==> config.mk <==
export PLATFORM = sky130hd
export DESIGN_NAME = command_frame_parser_with_id_check_top
export DESIGN_NICKNAME = d
export VERILOG_FILES = /design/src/sv/cmdp_pkg.sv /design/src/sv/cmdp_core.sv /design/src/sv/command_frame_parser_with_id_check_top.sv
export SDC_FILE = /design/constraint.sdc
export NUM_CORES = 1
export LEC_CHECK = 0
export BUFFER_PORTS_ARGS = -buffer_cell sky130_fd_sc_hd__buf_4
export CORE_MARGIN = 3
export CORE_UTILIZATION = 65
export DETAILED_ROUTE_END_ITERATION = 10
export PLACE_DENSITY = 0.86
export SETUP_SLACK_MARGIN = 0.5
export SLEW_MARGIN = 25
export SYNTH_ARGS = -nofsm -noshare
export SYNTH_HDL_FRONTEND = slang
export SYNTH_SLANG_ARGS = --single-unit
==> constraint.sdc <==
create_clock -name clk -period 11.14 [get_ports clk]
set_clock_uncertainty 0.2 [all_clocks]
set_input_delay 0 -clock clk [delete_from_list [all_inputs] [get_ports clk]]
set_output_delay 0 -clock clk [all_outputs]
set_load 0.005 [all_outputs]
==> src/sv/cmdp_pkg.sv <==
// Shared types and constants for the command frame parser.
package cmdp_pkg;

    typedef enum logic [1:0] {
        STATUS_ACCEPTED  = 2'd0,
        STATUS_RESET_ACK = 2'd1,
        STATUS_WRONG_ID  = 2'd2,
        STATUS_MALFORMED = 2'd3
    } status_t;

    typedef enum logic [1:0] {
        CFG_RESET_COMMAND_CODE = 2'd0,
        CFG_ID_WINDOW          = 2'd1,
        CFG_ID_WRAP_VALUE      = 2'd2
    } cfg_index_t;

    localparam logic [7:0] ASCII_HASH  = 8'h23;
    localparam logic [7:0] ASCII_STAR  = 8'h2A;
    localparam logic [7:0] ASCII_COLON = 8'h3A;
    localparam logic [7:0] ASCII_MINUS = 8'h2D;
    localparam logic [7:0] ASCII_ZERO  = 8'h30;
    localparam logic [7:0] ASCII_NINE  = 8'h39;

    localparam logic [14:0] RESET_COMMAND_CODE_DEFAULT = 15'd0;
    localparam logic [14:0] ID_WINDOW_DEFAULT          = 15'd5;
    localparam logic [14:0] ID_WRAP_VALUE_DEFAULT      = 15'd99;

    localparam logic [15:0] FIELD_ABSENT = 16'hFFFF;
    localparam logic [16:0] LAST_ID_NONE = 17'h1FFFF;

    localparam int NUM_PARAMS = 5;

    typedef struct packed {
        logic [NUM_PARAMS-1:0][15:0] params;
        logic [2:0]                  field_count;
        logic [15:0]                 command;
        logic [15:0]                 ack_id;
        status_t                     status;
    } result_t;

endpackage

==> src/sv/cmdp_core.sv <==
// Frame parsing state, field accumulation and sequence ID check for one byte per step.
module cmdp_core
    import cmdp_pkg::*;
#(
    parameter int MAX_FIELDS  = 6,
    parameter int FRAME_CHARS = 20
)
(
    input  logic        clk,
    input  logic        rst_n,
    input  logic        step,
    input  logic [7:0]  rx_byte,
    input  logic [14:0] reset_command_code,
    input  logic [14:0] id_window,
    input  logic [14:0] id_wrap_value,
    output logic        emit,
    output result_t     result
);

    localparam int IW = $clog2(MAX_FIELDS + 1);
    localparam int CW = $clog2(FRAME_CHARS + 1);

    logic                         frame_open_reg, frame_open_next;
    logic [CW-1:0]                char_count_reg, char_count_next;
    logic [15:0]                  accum_reg, accum_next;
    logic                         negative_reg, negative_next;
    logic                         stopped_reg, stopped_next;
    logic                         started_reg, started_next;
    logic [IW-1:0]                index_reg, index_next;
    logic                         too_many_reg, too_many_next;
    logic [MAX_FIELDS-1:0][15:0]  store_reg, store_next;
    logic [16:0]                  last_id_reg, last_id_next;

    logic [15:0]   commit_value;
    logic [18:0]   accum_prod;
    logic [15:0]   accum_digit;
    logic          is_digit;
    logic          has_room;
    logic [CW-1:0] char_count_inc;
    logic          well_formed;
    logic [15:0]   cmd_value;
    logic [NUM_PARAMS-1:0][15:0] param_value;
    logic [4:0]    count_wide;
    logic [17:0]   id_diff;
    logic          in_window;
    logic          cmd_is_reset;
    logic          ack_is_wrap;

    always_comb
    begin
        if (negative_reg)
        begin
            commit_value = ~accum_reg + 16'd1;
        end
        else if (accum_reg[15])
        begin
            commit_value = 16'h7FFF;
        end
        else
        begin
            commit_value = accum_reg;
        end
    end

    assign accum_prod  = 19'({accum_reg, 3'b000}) + 19'({accum_reg, 1'b0}) + 19'(rx_byte[3:0]);
    assign accum_digit = (accum_prod > 19'd32768) ? 16'h8000 : accum_prod[15:0];
    assign is_digit    = (rx_byte >= ASCII_ZERO) && (rx_byte <= ASCII_NINE);
    assign has_room    = index_reg < IW'(MAX_FIELDS);

    assign char_count_inc = (char_count_reg == CW'(FRAME_CHARS)) ?
                            char_count_reg : char_count_reg + CW'(1);

    assign well_formed = frame_open_reg && !too_many_reg && has_room &&
                         (char_count_inc < CW'(FRAME_CHARS));

    assign cmd_value  = (index_reg == '0) ? commit_value : store_reg[0];
    assign count_wide = 5'(index_reg) + 5'd1;

    genvar k;
    generate
        for (k = 0; k < NUM_PARAMS; k++)
        begin : g_param
            if (k + 1 < MAX_FIELDS)
            begin : g_present
                assign param_value[k] = (index_reg == IW'(k + 1)) ?
                                        commit_value : store_reg[k+1];
            end
            else
            begin : g_absent
                assign param_value[k] = FIELD_ABSENT;
            end
        end
    endgenerate

    assign id_diff      = {{2{commit_value[15]}}, commit_value} - {last_id_reg[16], last_id_reg};
    assign in_window    = !id_diff[17] && (id_diff != '0) && (id_diff < {3'b000, id_window});
    assign cmd_is_reset = cmd_value == {1'b0, reset_command_code};
    assign ack_is_wrap  = commit_value == {1'b0, id_wrap_value};

    assign emit = step && (rx_byte == ASCII_STAR);

    always_comb
    begin
        result.params      = {NUM_PARAMS{FIELD_ABSENT}};
        result.field_count = 3'd0;
        result.command     = 16'd0;
        result.ack_id      = 16'd0;
        result.status      = STATUS_MALFORMED;
        if (well_formed)
        begin
            result.params      = param_value;
            result.field_count = count_wide[2:0];
            result.command     = cmd_value;
            result.ack_id      = commit_value;
            if (cmd_is_reset)
            begin
                result.status = STATUS_RESET_ACK;
            end
            else if (in_window)
            begin
                result.status = STATUS_ACCEPTED;
            end
            else
            begin
                result.status = STATUS_WRONG_ID;
            end
        end
    end

    always_comb
    begin
        frame_open_next = frame_open_reg;
        char_count_next = char_count_reg;
        accum_next      = accum_reg;
        negative_next   = negative_reg;
        stopped_next    = stopped_reg;
        started_next    = started_reg;
        index_next      = index_reg;
        too_many_next   = too_many_reg;
        store_next      = store_reg;
        last_id_next    = last_id_reg;
        if (step)
        begin
            if (rx_byte == ASCII_HASH)
            begin
                frame_open_next = 1'b1;
                char_count_next = CW'(1);
                index_next      = '0;
                too_many_next   = 1'b0;
                accum_next      = '0;
                negative_next   = 1'b0;
                stopped_next    = 1'b0;
                started_next    = 1'b0;
                store_next      = {MAX_FIELDS{FIELD_ABSENT}};
            end
            else if (rx_byte == ASCII_STAR)
            begin
                if (well_formed)
                begin
                    if (cmd_is_reset)
                    begin
                        last_id_next = LAST_ID_NONE;
                    end
                    else if (in_window)
                    begin
                        last_id_next = ack_is_wrap ? LAST_ID_NONE :
                                       {commit_value[15], commit_value};
                    end
                end
                frame_open_next = 1'b0;
                char_count_next = '0;
                index_next      = '0;
                too_many_next   = 1'b0;
                accum_next      = '0;
                negative_next   = 1'b0;
                stopped_next    = 1'b0;
                started_next    = 1'b0;
            end
            else if (frame_open_reg)
            begin
                char_count_next = char_count_inc;
                if (rx_byte == ASCII_COLON)
                begin
                    if (has_room)
                    begin
                        store_next[index_reg] = commit_value;
                        index_next            = index_reg + IW'(1);
                    end
                    else
                    begin
                        too_many_next = 1'b1;
                    end
                    accum_next    = '0;
                    negative_next = 1'b0;
                    stopped_next  = 1'b0;
                    started_next  = 1'b0;
                end
                else if (!stopped_reg)
                begin
                    if (is_digit)
                    begin
                        accum_next = accum_digit;
                    end
                    else if ((rx_byte == ASCII_MINUS) && !started_reg)
                    begin
                        negative_next = 1'b1;
                    end
                    else
                    begin
                        stopped_next = 1'b1;
                    end
                    started_next = 1'b1;
                end
            end
        end
    end

    always_ff @(posedge clk or negedge rst_n)
    begin
        if (!rst_n)
        begin
            frame_open_reg <= 1'b0;
            char_count_reg <= '0;
            accum_reg      <= '0;
            negative_reg   <= 1'b0;
            stopped_reg    <= 1'b0;
            started_reg    <= 1'b0;
            index_reg      <= '0;
            too_many_reg   <= 1'b0;
            store_reg      <= {MAX_FIELDS{FIELD_ABSENT}};
            last_id_reg    <= LAST_ID_NONE;
        end
        else
        begin
            frame_open_reg <= frame_open_next;
            char_count_reg <= char_count_next;
            accum_reg      <= accum_next;
            negative_reg   <= negative_next;
            stopped_reg    <= stopped_next;
            started_reg    <= started_next;
            index_reg      <= index_next;
            too_many_reg   <= too_many_next;
            store_reg      <= store_next;
            last_id_reg    <= last_id_next;
        end
    end

    a_last_id_range: assert property (@(posedge clk) disable iff (!rst_n)
        !last_id_reg[16] || (last_id_reg == LAST_ID_NONE))
        else $error("Stored last ID fell below minus one.");

    a_index_range: assert property (@(posedge clk) disable iff (!rst_n)
        index_reg <= IW'(MAX_FIELDS))
        else $error("Field index ran past the field store.");

    a_closed_frame_idle: assert property (@(posedge clk) disable iff (!rst_n)
        !frame_open_reg |-> (char_count_reg == '0) && (index_reg == '0) && !too_many_reg)
        else $error("Frame state left behind after the frame closed.");

endmodule

==> src/sv/command_frame_parser_with_id_check_top.sv <==
// Top level of the command frame parser with sequence ID check.
//
//  Channel    Direction  Request carries
//  s_axis     in         one received ASCII byte
//  m_axis     out        status and parsed fields, one per '*' byte
//  cfg        in         register index and 15-bit write data
//
// Each byte is registered on acceptance and parsed from that register, so a new byte can
// be taken every cycle unless a '*' byte is held by a stalled result; the result is
// written to the output register when its '*' byte is parsed. Reset clears the frame
// state and sets the last ID to minus one and the registers to their defaults. A stalled
// result holds only a following '*' byte; other bytes keep flowing.
module command_frame_parser_with_id_check_top
    import cmdp_pkg::*;
#(
    parameter int MAX_FIELDS  = 6,
    parameter int FRAME_CHARS = 20
)
(
    input  logic         clk,
    input  logic         rst_n,
    input  logic         s_axis_tvalid,
    output logic         s_axis_tready,
    input  logic [7:0]   s_axis_tdata,   // [7:0] rx_byte
    output logic         m_axis_tvalid,
    input  logic         m_axis_tready,
    output logic [119:0] m_axis_tdata,   // status, ack_id, command, field_count,
                                         // param_1 .. param_5, zero fill
    input  logic         cfg_valid,
    output logic         cfg_ready,
    input  logic [1:0]   cfg_index,
    input  logic [15:0]  cfg_data
);

    logic        in_valid_reg;
    logic [7:0]  in_byte_reg;
    logic        out_valid_reg;
    result_t     out_result_reg;
    logic [14:0] reset_code_reg;
    logic [14:0] window_reg;
    logic [14:0] wrap_reg;
    logic        advance;
    logic        emit;
    result_t     result;

    assign advance = in_valid_reg &&
                     ((in_byte_reg != ASCII_STAR) || !out_valid_reg || m_axis_tready);
    assign s_axis_tready = !in_valid_reg || advance;
    assign cfg_ready     = 1'b1;

    cmdp_core #(
        .MAX_FIELDS  (MAX_FIELDS),
        .FRAME_CHARS (FRAME_CHARS)
    ) u_core (
        .clk                (clk),
        .rst_n              (rst_n),
        .step               (advance),
        .rx_byte            (in_byte_reg),
        .reset_command_code (reset_code_reg),
        .id_window          (window_reg),
        .id_wrap_value      (wrap_reg),
        .emit               (emit),
        .result             (result)
    );

    always_ff @(posedge clk or negedge rst_n)
    begin
        if (!rst_n)
        begin
            reset_code_reg <= RESET_COMMAND_CODE_DEFAULT;
            window_reg     <= ID_WINDOW_DEFAULT;
            wrap_reg       <= ID_WRAP_VALUE_DEFAULT;
        end
        else if (cfg_valid)
        begin
            case (cfg_index)
                CFG_RESET_COMMAND_CODE: reset_code_reg <= cfg_data[14:0];
                CFG_ID_WINDOW:          window_reg     <= cfg_data[14:0];
                CFG_ID_WRAP_VALUE:      wrap_reg       <= cfg_data[14:0];
                default:                ;
            endcase
        end
    end

    always_ff @(posedge clk or negedge rst_n)
    begin
        if (!rst_n)
        begin
            in_valid_reg <= 1'b0;
        end
        else if (s_axis_tvalid && s_axis_tready)
        begin
            in_valid_reg <= 1'b1;
        end
        else if (advance)
        begin
            in_valid_reg <= 1'b0;
        end
    end

    always_ff @(posedge clk)
    begin
        if (s_axis_tvalid && s_axis_tready)
        begin
            in_byte_reg <= s_axis_tdata;
        end
    end

    always_ff @(posedge clk or negedge rst_n)
    begin
        if (!rst_n)
        begin
            out_valid_reg <= 1'b0;
        end
        else if (emit)
        begin
            out_valid_reg <= 1'b1;
        end
        else if (m_axis_tready)
        begin
            out_valid_reg <= 1'b0;
        end
    end

    always_ff @(posedge clk)
    begin
        if (emit)
        begin
            out_result_reg <= result;
        end
    end

    assign m_axis_tvalid = out_valid_reg;
    assign m_axis_tdata  = {3'b000, out_result_reg};

    a_result_follows_star: assert property (@(posedge clk) disable iff (!rst_n)
        $rose(out_valid_reg) |-> $past(advance && (in_byte_reg == ASCII_STAR)))
        else $error("Result raised without a parsed end-of-frame byte.");

    a_malformed_clean: assert property (@(posedge clk) disable iff (!rst_n)
        out_valid_reg && (out_result_reg.status == STATUS_MALFORMED) |->
        (out_result_reg.field_count == 3'd0) && (out_result_reg.command == 16'd0) &&
        (out_result_reg.ack_id == 16'd0))
        else $error("Malformed frame result carries field data.");

    a_stall_only_on_star: assert property (@(posedge clk) disable iff (!rst_n)
        !s_axis_tready |-> in_valid_reg && (in_byte_reg == ASCII_STAR) && out_valid_reg)
        else $error("Input stalled without a blocked end-of-frame byte.");

endmodule

==> results.ini, run 1 <==
[floorplan]
die-width_um = 165
fp.coreArea_um2 = 24500
die_y_um = 165
start_util_pct = 66.8
die_area_um2 = 27200
rows = 57
ios = 154

[clocking]
cts_buffers = 31
htree_levels = 1
cts_tree = built
insertion_delay_ns = 0.55
cts_buffer_depth = 3
cts_setup_buffers = 0
clock-sinks = 313
root_buffer = clkbuf_16
clk_pin_slew_ns = 0.06

[placed_design]
placed_area_um2 = 17700
place_congestion = 0.958
dp_hpwl_um = 26700
port_buffers = 148

[cells_and_area]
fill_cells = 1586
final_cell_mix = 171 x buf_4, 161 x nand2_1, 125 x edfxtp_1
n_antenna_cell = 0
syn2layout_area_growth_pct = 17.0
largest_reg_flops = 117
drive_gt1_share_pct = 25.0
fin_area_um2 = 19200
final_common_cell = buf_4
regArea_um2 = 8610
multi_input_area_um2 = 7150
nNetsFinal = 1817

[detailed_routing]
drc = 0
first_pass_iters = 6
drt-total-wl_um = 42100
wl_per_cell_um = 20.4
vias = 13117
final_antenna_net_count = 0
dr.first_iter.drc_count = 1405
viasPerCell = 6.36

[synthesis]
synth_top_family_by_area = compound AO/OA/AOI/OAI gates
yosysSeqAreaShare_pct = 52.5
syn_avg_cell_area_um2 = 10.5
synthAdderAreaFrac_pct = 5.71
synth_xor_area_share_pct = 2.83
syn_area_um2 = 16400
synthSimpleGateAreaFrac_pct = 13.3
ys_types = 85
ys_ff_latch = 313
async_reset_ff_share_pct = 60.1
yosys_warnings = 0
syn_inst = 1565
ys.flop_type = edfxtp_1
muxShareOfSynthArea_pct = 3.47
synth-compound-area-share_pct = 17.8
synth_edf_count = 125

[grt]
grt_first_pass_wirelength_um = 66300
grt_start_max_net_pins = 87
antenna_found_initial = 0
track_usage_pct = 30.9
grt_pass1_vias = 12436
grt-ovfl-total = 0

[critical_path]
required_ns = 11.39
crit_type = register to register
worst_path_largest_cell_delay_ns = 0.70
critPathBufInv = 3
crit_path_cell_trace = inv_1 > ha_1 > or4b_1 > or4_4 > a31oi_4 > inv_1 > ha_1 > a21oi_1 > o21ai_0 > a41oi_1 > xnor2_1 > ha_1 > or3_1 > o21ai_0 > a21oi_1 > a221o_1 > a311oi_1 > o41ai_4 > nor4_4 > buf_6 > a2bb2oi_2
critPathMostFrequentCell = ha_1
arrival_ns = 7.14
start_kind = register
rrSetupSlack_ns = 4.25
cp_max_fo = 16
crit_family = compound AO/OA/AOI/OAI gates
slowest_stage = a31oi_4
endpoint_kind = register

[timing]
final.min_clock_period_ns = 6.89
hold_viol_final = 0
setup_viol = 0
fin_hold_ws_ns = 0.0450
slew_headroom_pct = 34.2
tightest_slew_ns = 0.985
fin_crit_sh_pct = 61.9
tns_ns = 0
rsz0062_at_grt = no
clock.fmax_mhz = 145
maxSlewViolCount = 0

[pwr]
power_per_cell_area_nw_per_um2 = 165
p_leak_nw = 7.35
irDropWorstVdd_uv = 123

[run_status]
status = completed

[flow_run]
maxCapViolations = 0

[hold_path]
hold_class = input pin to register

-- metrics by stage --
stage	util [%]	instances	setup slack [ns]	power [mW]
CTS	78.1	2060	4.11	3.16
detailed placement	72.3	1961	4.17	2.12
global route	78.2	2061	4.00	3.31
finish	78.2	2061	4.25	3.16
global placement	72.3	1961	4.31	2.08
floorplan	-	1567	5.16	1.92
-- Yosys cell counts, types with 6 or more instances --
master     number  area [um^2]
a31oi_1         8         50.1
o21ai_0       120          601
dfrtp_1        70         1750
ha_1           70          876
nand3b_1        6         45.0
and3_1          8         50.1
a22o_1          6         52.6
clkbuf_1       85          319
nand2b_1       14         87.6
or2_2           6         37.5
a21o_1         11         82.6
a2bb2oi_2      10          150
o22ai_1         8         50.1
o21a_1         11         82.6
inv_1          72          270
nor3_1         45          225
o211ai_1       70          526
a211oi_1       12         90.1
mux2_2         46          518
or3_1          11         68.8
a2bb2oi_1       6         52.6
dfstp_2       118         3100
nor2_1        120          450
nand3_1        15         75.1
xor2_1         22          193
a21oi_1       116          581
nand2_1       162          608
xnor2_1        31          272
and2_1         11         68.8
nand4_1         8         50.1
nor4_1         12         75.1
nor2b_1        10         62.6
buf_2           7         35.0
edfxtp_1      125         3750
-- final timing paths --
path,depth (start not counted),end,start
min in group asynchronous,3,u_core.store_reg[29],rst_n
max reg2reg,21,u_core.last_id_reg[10],u_core.accum_reg[0]
min,3,wrap_reg[9],cfg_data[9]
max in group asynchronous,4,u_core.char_count_reg[2],rst_n
min reg2reg,2,u_core.store_reg[53],u_core.store_reg[53]
max,21,u_core.last_id_reg[10],u_core.accum_reg[0]
-- power by group --
part	switching, mW	internal (mW)	leakage (nW)
clock network	0.440	0.586	0.487
logic	0.428	0.292	3.77
registers	0.0937	1.32	3.09
total	0.962	2.20	7.35
-- worst min-delay path: stages --
cell	delay (ns)
dlygate4sd3_1	0.52
buf_4	0.11
mux2_2	0.13
-- final cells by class --
class / instances / share of cell area (%)
clock inverter: 21 / 0.978
clock buffer: 36 / 4.19
timing repair buffer: 217 / 9.12
sequential: 313 / 44.9
tap: 324 / 2.11
inverter: 73 / 1.44
multi-input combinational: 1077 / 37.3
-- metal layers --
metal	up-vias	GRT usage (%)	routed length (um)
met5	-	0	0
met4	0	10.9	1350
met3	93	4.69	4060
met2	715	49.5	20000
met1	6334	43.4	16600
li1	5975	-	-
-- what timing repair did --
item / in CTS / in global routing
hold buffers: 42 / 0
hold endpoints to repair: 172 / 0
resized for setup: 0 / 0
endpoints found under the setup margin: 0 / 0
-- kinds of logic (layout without fill, tap and decap cells) --
logic type      after synthesis  count (layout)
other cells                   2               4
fa+ha+maj                    73              73
compound gates              442             442
flops                       313             313
mux                          51              51
buf+inv                     177             347
simple gates                454             454
xor+xnor                     53              53
No activity file was read; power rests on OpenSTA's default activity.
==> run 2, diff against run 1 <==
CORE_UTILIZATION = 54   (was 65)
PLACE_DENSITY = 0.77   (was 0.86)
clock period = 5.7 ns   (was 11.14 ns; I/O delays follow)
==> run 2 against run 1 <==
Against the previous run: sequential share of layout area fell by 1.8 points; combinational power increased by 120%; hold slack got worse by 0.026 ns; fmax increased by 33%; non-clock buffer count up 42; critical path depth unchanged; routed wire length grew 5.6%; utilization shrank 11 points; clock-buffer cell count increased by 16.
==> results.ini, run 2 (synthesis gave the netlist of run 1 again) <==
[critical_path]
worst_r2r_path_depth = 21  ; unchanged
cp_max_fo = 8  ; -8
start_kind = register
arrival_ns = 5.41  ; -1.73 ns
rrSetupSlack_ns = 0.53  ; -3.72 ns
r2r_start = u_core.accum_reg[0]
endpoint_kind = register
r2r-end = u_core.last_id_reg[0]
required_ns = 5.94  ; -5.45 ns
crit_type = register to register

[pwr]
irDropWorstVdd_uv = 220  ; +80%
power_per_cell_area_nw_per_um2 = 328  ; +99%
finalPower_mw = 6.55  ; +110%
p_leak_nw = 7.68  ; +4.5%

[grt]
grt_first_pass_wirelength_um = 69600  ; +4.9%
grt-ovfl-total = 0  ; unchanged
grt_pass1_vias = 12675  ; +1.9%
grt_start_max_net_pins = 77  ; -11%
track_usage_pct = 26.5  ; -4.4 points
antenna_found_initial = 0  ; unchanged

[cells_and_area]
layout.cells.non_filler = 2176  ; +5.6%
final_common_cell = buf_4
nNetsFinal = 1863  ; +2.5%
final_cell_mix = 217 x buf_4, 160 x nand2_1, 125 x edfxtp_1
syn2layout_area_growth_pct = 22.1
fin_area_um2 = 20000  ; +4.3%
n_antenna_cell = 0  ; unchanged
largest_reg_flops = 117  ; unchanged
final_core_util_pct = 67.2  ; -11 points
drive_gt1_share_pct = 29.8  ; +4.8 points

[detailed_routing]
drt-total-wl_um = 44400  ; +5.6%
final_antenna_net_count = 0  ; unchanged
wl_per_cell_um = 20.4  ; about the same
vias = 13205  ; +0.67%
dr.first_iter.drc_count = 1501  ; +6.8%
drc = 0  ; unchanged
viasPerCell = 6.07  ; -4.6%
first_pass_iters = 5  ; -1

[clocking]
insertion_delay_ns = 0.52  ; -0.03 ns
cts_tree = built
cts_buffers = 35  ; +13%
htree_levels = 2  ; +1
root_buffer = clkbuf_16
clk_pin_slew_ns = 0.06  ; about the same
clock-sinks = 313  ; unchanged
cts_buffer_depth = 3  ; unchanged

[timing]
maxSlewViolCount = 0  ; unchanged
tightest_slew_ns = 1.04  ; +0.0599 ns
fin_crit_sh_pct = 90.7  ; +29 points
tns_ns = 0  ; unchanged
final.min_clock_period_ns = 5.17  ; -1.72 ns
hold_viol_final = 0  ; unchanged
clock.fmax_mhz = 193  ; +33%
slew_headroom_pct = 30.2  ; -4.0 points
fin_hold_ws_ns = 0.0188  ; -0.0262 ns
rsz0062_at_grt = yes
setup_ws_ns = 0.531  ; -3.72 ns
setup_viol = 0  ; unchanged

[floorplan]
start_util_pct = 55.0  ; -12 points
die_y_um = 180  ; +9.4%
rows = 63  ; +11%
die-width_um = 180  ; +9.4%
die_area_um2 = 32500  ; +20%
ios = 154  ; unchanged
fp.coreArea_um2 = 29800  ; +21%

[placed_design]
dp_hpwl_um = 29500  ; +11%
placed_area_um2 = 18000  ; +1.7%
dp_cells = 2046  ; +4.3%
place_congestion = 0.928  ; -3.2%
post-place-ws_ns = 0.263  ; -3.91 ns
port_buffers = 148  ; unchanged

[hold_path]
hp-start = s_axis_tdata[3]
hold_class = input pin to register
whs_path_depth = 2  ; -1
min_to = in_byte_reg[3]

[run_status]
status = completed

[flow_run]
maxCapViolations = 0  ; unchanged

-- run 2: changes by cell type in the layout (fill, tap and decap cells not counted), moves of 6 or more --
| cell | change |
|---|---|
| a21oi_1 | -8 |
| a21oi_2 | +7 |
| buf_4 | +46 |
| clkbuf_1 | +6 |
| clkbuf_16 | +7 |
| clkinv_2 | -7 |
| dfrtp_1 | -8 |
| dfrtp_2 | +8 |
| dlygate4sd3_1 | -7 |
-- run 2: routing by layer --
| layer | track usage (%) | routed length, um |
|---|---|---|
| met2 | 42.1 | 20400 |
| met1 | 37.3 | 18600 |
| met4 | 9.73 | 1800 |
| met3 | 4.14 | 3570 |
| met5 | 0 | 0 |
-- run 2: worst max path at each step --
stage | endpoint | start | depth (start not counted) | slack, ns
floorplan | u_core.last_id_reg[11] | u_core.accum_reg[0] | 24 | 0.31
global placement | u_core.last_id_reg[2] | u_core.accum_reg[1] | 22 | 0.41
detailed placement | u_core.last_id_reg[4] | u_core.accum_reg[1] | 22 | 0.26
CTS | u_core.last_id_reg[4] | u_core.accum_reg[0] | 21 | 0.50
global route | u_core.last_id_reg[11] | u_core.accum_reg[0] | 21 | 0.40
finish | u_core.last_id_reg[0] | u_core.accum_reg[0] | 21 | 0.53
-- run 2: power breakdown --
| part | switching [mW] | internal [mW] |
|---|---|---|
| clock network | 0.901 | 1.30 |
| logic | 0.904 | 0.671 |
| registers | 0.187 | 2.59 |
-- run 2: what timing repair did --
| action | 4_1_cts | 5_1_grt |
|---|---|---|
| setup buffers | 3 | 25 |
| endpoints found under the setup margin | 16 | 17 |
| hold buffers | 35 | 0 |
| pin swaps | 3 | 28 |
| gates cloned | 1 | 1 |
| hold endpoints to repair | 176 | 0 |
| resized for setup | 16 | 37 |
-- run 2: worst max-delay path, stage by stage (launching register included) --
cell and delay [ns]:
dfrtp_2 0.46, clkinv_4 0.07, ha_4 0.15, or4b_4 0.49, or4_4 0.44, a31oi_4 0.20, inv_4 0.05, ha_4 0.25
a21oi_2 0.15, o21ai_2 0.09, a41oi_2 0.24, xnor2_2 0.10, ha_2 0.19, or3_1 0.37, o21ai_1 0.09, a21oi_1 0.06
a221o_1 0.32, a311oi_2 0.33, o41ai_4 0.20, a21oi_4 0.27, buf_12 0.18, a2bb2oi_1 0.18
-- run 2: area by class of cell --
cell class	instances	area [um^2]
clock buffers	52	1030
clock inverters	12	106
fillers	2247	9790
inverters	73	284
multi-input cells	1077	7400
flip-flops and latches	313	8620
well taps	390	488
repair buffers	259	2090
==> run 3, diff against run 2 <==
ABC_AREA = 1   (was not set)
CORE_ASPECT_RATIO = 1.2   (was not set)
MAX_ROUTING_LAYER = met4   (was not set)
PLACE_DENSITY = 0.76   (was 0.77)
==> run 3 against run 2 <==
Against the previous run: clock-buffer cell count fell by 18; sequential cell count unchanged; sequential power about the same.
==> results.ini, run 3 <==
[synthesis]
yosysTopAreaCell = edfxtp_1
yosys_warnings = 0  ; unchanged
yosysSeqAreaShare_pct = 51.8  ; -0.69 points
ys.flop_type = edfxtp_1
async_reset_ff_share_pct = 60.1  ; unchanged
syn_area_um2 = 16600  ; +1.3%
synth_top_area_share_pct = 22.6  ; -0.30 points
syn_avg_cell_area_um2 = 8.53  ; -19%
yosysMostFrequentCell = nand2_1
synth_edf_count = 125  ; unchanged
synth_area_leaders = edfxtp_1 23%, dfstp_2 19%, dfrtp_1 11%
ys_ff_latch = 313  ; unchanged
ys_top_cells_by_count = 446 x nand2_1, 245 x inv_1, 194 x nor2_1
syn_inst = 1947  ; +24%
ys_types = 49  ; -42%

[timing]
final.min_clock_period_ns = 4.66  ; -0.512 ns
fin_crit_sh_pct = 81.7  ; -9.0 points
tns_ns = 0  ; unchanged
setup_viol = 0  ; unchanged
hold_viol_final = 0  ; unchanged
tightest_slew_ns = 0.944  ; -0.100 ns
maxSlewViolCount = 0  ; unchanged
rsz0062_at_grt = no
slew_headroom_pct = 36.9  ; +6.7 points
clock.fmax_mhz = 215  ; +11%

[clocking]
cts_buffers = 30  ; -14%
insertion_delay_ns = 0.57  ; +0.05 ns
clk_pin_slew_ns = 0.07  ; about the same
cts_tree = built
htree_levels = 1  ; -1
root_buffer = clkbuf_16
clock-sinks = 313  ; unchanged
cts_buffer_depth = 3  ; unchanged

[cells_and_area]
final_common_cell = nand2_1
fill_cells = 2384  ; +6.1%
final_cell_mix = 443 x nand2_1, 244 x inv_1, 194 x nor2_1
layout.cells.non_filler = 2534  ; +16%
n_antenna_cell = 0  ; unchanged
nNetsFinal = 2224  ; +19%
syn2layout_area_growth_pct = 17.9
fin_area_um2 = 19600  ; -2.1%
drive_gt1_share_pct = 18.1  ; -12 points
largest_reg_flops = 117  ; unchanged

[critical_path]
crit_type = register to register
required_ns = 6.01  ; +0.07 ns
crit_family = simple AND/OR/NAND/NOR gates
critPathMostFrequentCell = nand2_1
r2r-end = u_core.last_id_reg[2]
cp_max_fo = 10  ; +2
start_kind = register
worst_r2r_path_depth = 33  ; +57%
worst-path-stages = 33  ; +57%
arrival_ns = 4.97  ; -0.44 ns
slowest_stage = dfrtp_1
endpoint_kind = register
r2r_start = u_core.accum_reg[0]
critPathBufInv = 7  ; +4
rrSetupSlack_ns = 1.04  ; +0.51 ns
worst_path_largest_cell_delay_ns = 0.43  ; -0.06 ns

[floorplan]
die_area_um2 = 32900  ; +1.3%
ios = 154  ; unchanged
start_util_pct = 55.4  ; +0.43 points
rows = 69  ; +9.5%
die-width_um = 166  ; -7.8%
fp.coreArea_um2 = 30000  ; +0.54%
die_y_um = 198  ; +9.9%

[detailed_routing]
viasPerCell = 5.60  ; -7.6%
wl_met3_um = 2940  ; -18%
first_pass_iters = 6  ; +1
vias = 14203  ; +7.6%
met2WireLength_um = 23200  ; +14%
wl_met1_um = 18500  ; -0.47%
wl_per_cell_um = 18.6  ; -8.7%
drt-total-wl_um = 47200  ; +6.4%
final_antenna_net_count = 0  ; unchanged
dr.first_iter.drc_count = 1374  ; -8.5%
drc = 0  ; unchanged
top_layer_used = met4

[grt]
grt_pass1_vias = 13813  ; +9.0%
grt_start_max_net_pins = 97  ; +26%
antenna_found_initial = 0  ; unchanged
grt-ovfl-total = 0  ; unchanged
grt_first_pass_wirelength_um = 75100  ; +7.9%
track_usage_pct = 29.4  ; +2.9 points

[flow_run]
maxCapViolations = 0  ; unchanged

[hold_path]
hold_class = input pin to register
hp-start = m_axis_tready
whs_path_depth = 5  ; +3
min_to = m_axis_tvalid

[placed_design]
dp_hpwl_um = 32500  ; +9.9%
port_buffers = 148  ; unchanged
placed_area_um2 = 18100  ; +0.43%
dp_cells = 2436  ; +19%
place_congestion = 0.982  ; +5.8%

[pwr]
p_leak_nw = 9.29  ; +21%
finalPower_mw = 7.33  ; +12%
irDropWorstVdd_uv = 259  ; +18%
power_per_cell_area_nw_per_um2 = 374  ; +14%

[run_status]
status = completed

## run 3: cell types whose count changed after synthesis, sizes merged, moves of 22 or more
cell | before | now
o22ai | 8 | 30
nor2 | 120 | 199
mux2 | 47 | 0
a21oi | 118 | 170
nor3 | 45 | 9
nand3 | 15 | 125
o211ai | 70 | 26
inv | 72 | 248
nand2 | 162 | 452
clkbuf | 85 | 61
## run 3: layout make-up
class	count	area (um^2)	area share, %
multi-input combinational	1308	6780	34.6
tap	390	488	2.49
inverter	250	946	4.83
clock inverter	22	265	1.35
sequential	313	8610	43.9
timing repair buffer	217	1730	8.81
clock buffer	34	776	3.96
## run 3: layer usage
layer / global-route usage [%] / up-vias
met2: 50.0 / 573
met4: 13.4 / 0
met5: - / -
li1: - / 6764
met1: 35.6 / 6721
met3: 3.41 / 145
## run 3: tightest hold or removal path, delay by kind of cell
| kind | cells | cell delay, ns |
|---|---|---|
| simple gates | 2 | 0.09 |
| buf+inv | 3 | 0.66 |
## run 3: cells by family after synthesis
kind of cell | Yosys count | synth area share, %
AND/OR/NAND/NOR | 826 | 20.9
AO/OA/AOI/OAI | 379 | 12.5
flip-flops | 313 | 51.8
other | 2 | 0.0452
adder cells (fa/ha/maj) | 73 | 5.64
buffers and inverters | 328 | 7.75
XOR/XNOR | 26 | 1.37
## run 3: worst max-delay path by stage
stage	from	end	slack, ns
detailed placement	u_core.accum_reg[0]	u_core.last_id_reg[7]	1.02
global route	u_core.accum_reg[0]	u_core.last_id_reg[5]	0.53
CTS	u_core.accum_reg[0]	u_core.last_id_reg[2]	0.97
floorplan	u_core.accum_reg[0]	m_axis_tdata[1]	1.56
global placement	u_core.accum_reg[0]	u_core.last_id_reg[1]	1.07
finish	u_core.accum_reg[0]	u_core.last_id_reg[2]	1.04
## run 3: report_power, final
part,internal [mW],switching [mW]
Sequential,2.64,0.140
Clock,1.21,0.893
Combinational,0.820,1.63
Total,4.67,2.66
## run 3: metrics by stage
| stage | setup slack, ns | hold WS, ns | utilization [%] |
|---|---|---|---|
| floorplan | 1.56 | -0.496 | - |
| global placement | 1.07 | -0.0210 | 60.4 |
| detailed placement | 1.02 | -0.0199 | 60.5 |
| CTS | 0.971 | 0.0186 | 65.2 |
| global route | 0.534 | 0.0565 | 65.4 |
| finish | 1.04 | 0.0276 | 65.4 |
## run 3: repair_timing
action / in CTS / in global routing
hold buffers: 37 / 0
endpoints found under the setup margin: 0 / 17
setup buffers: 0 / 5
endpoints found under the hold margin: 169 / 0
resized for setup: 0 / 3
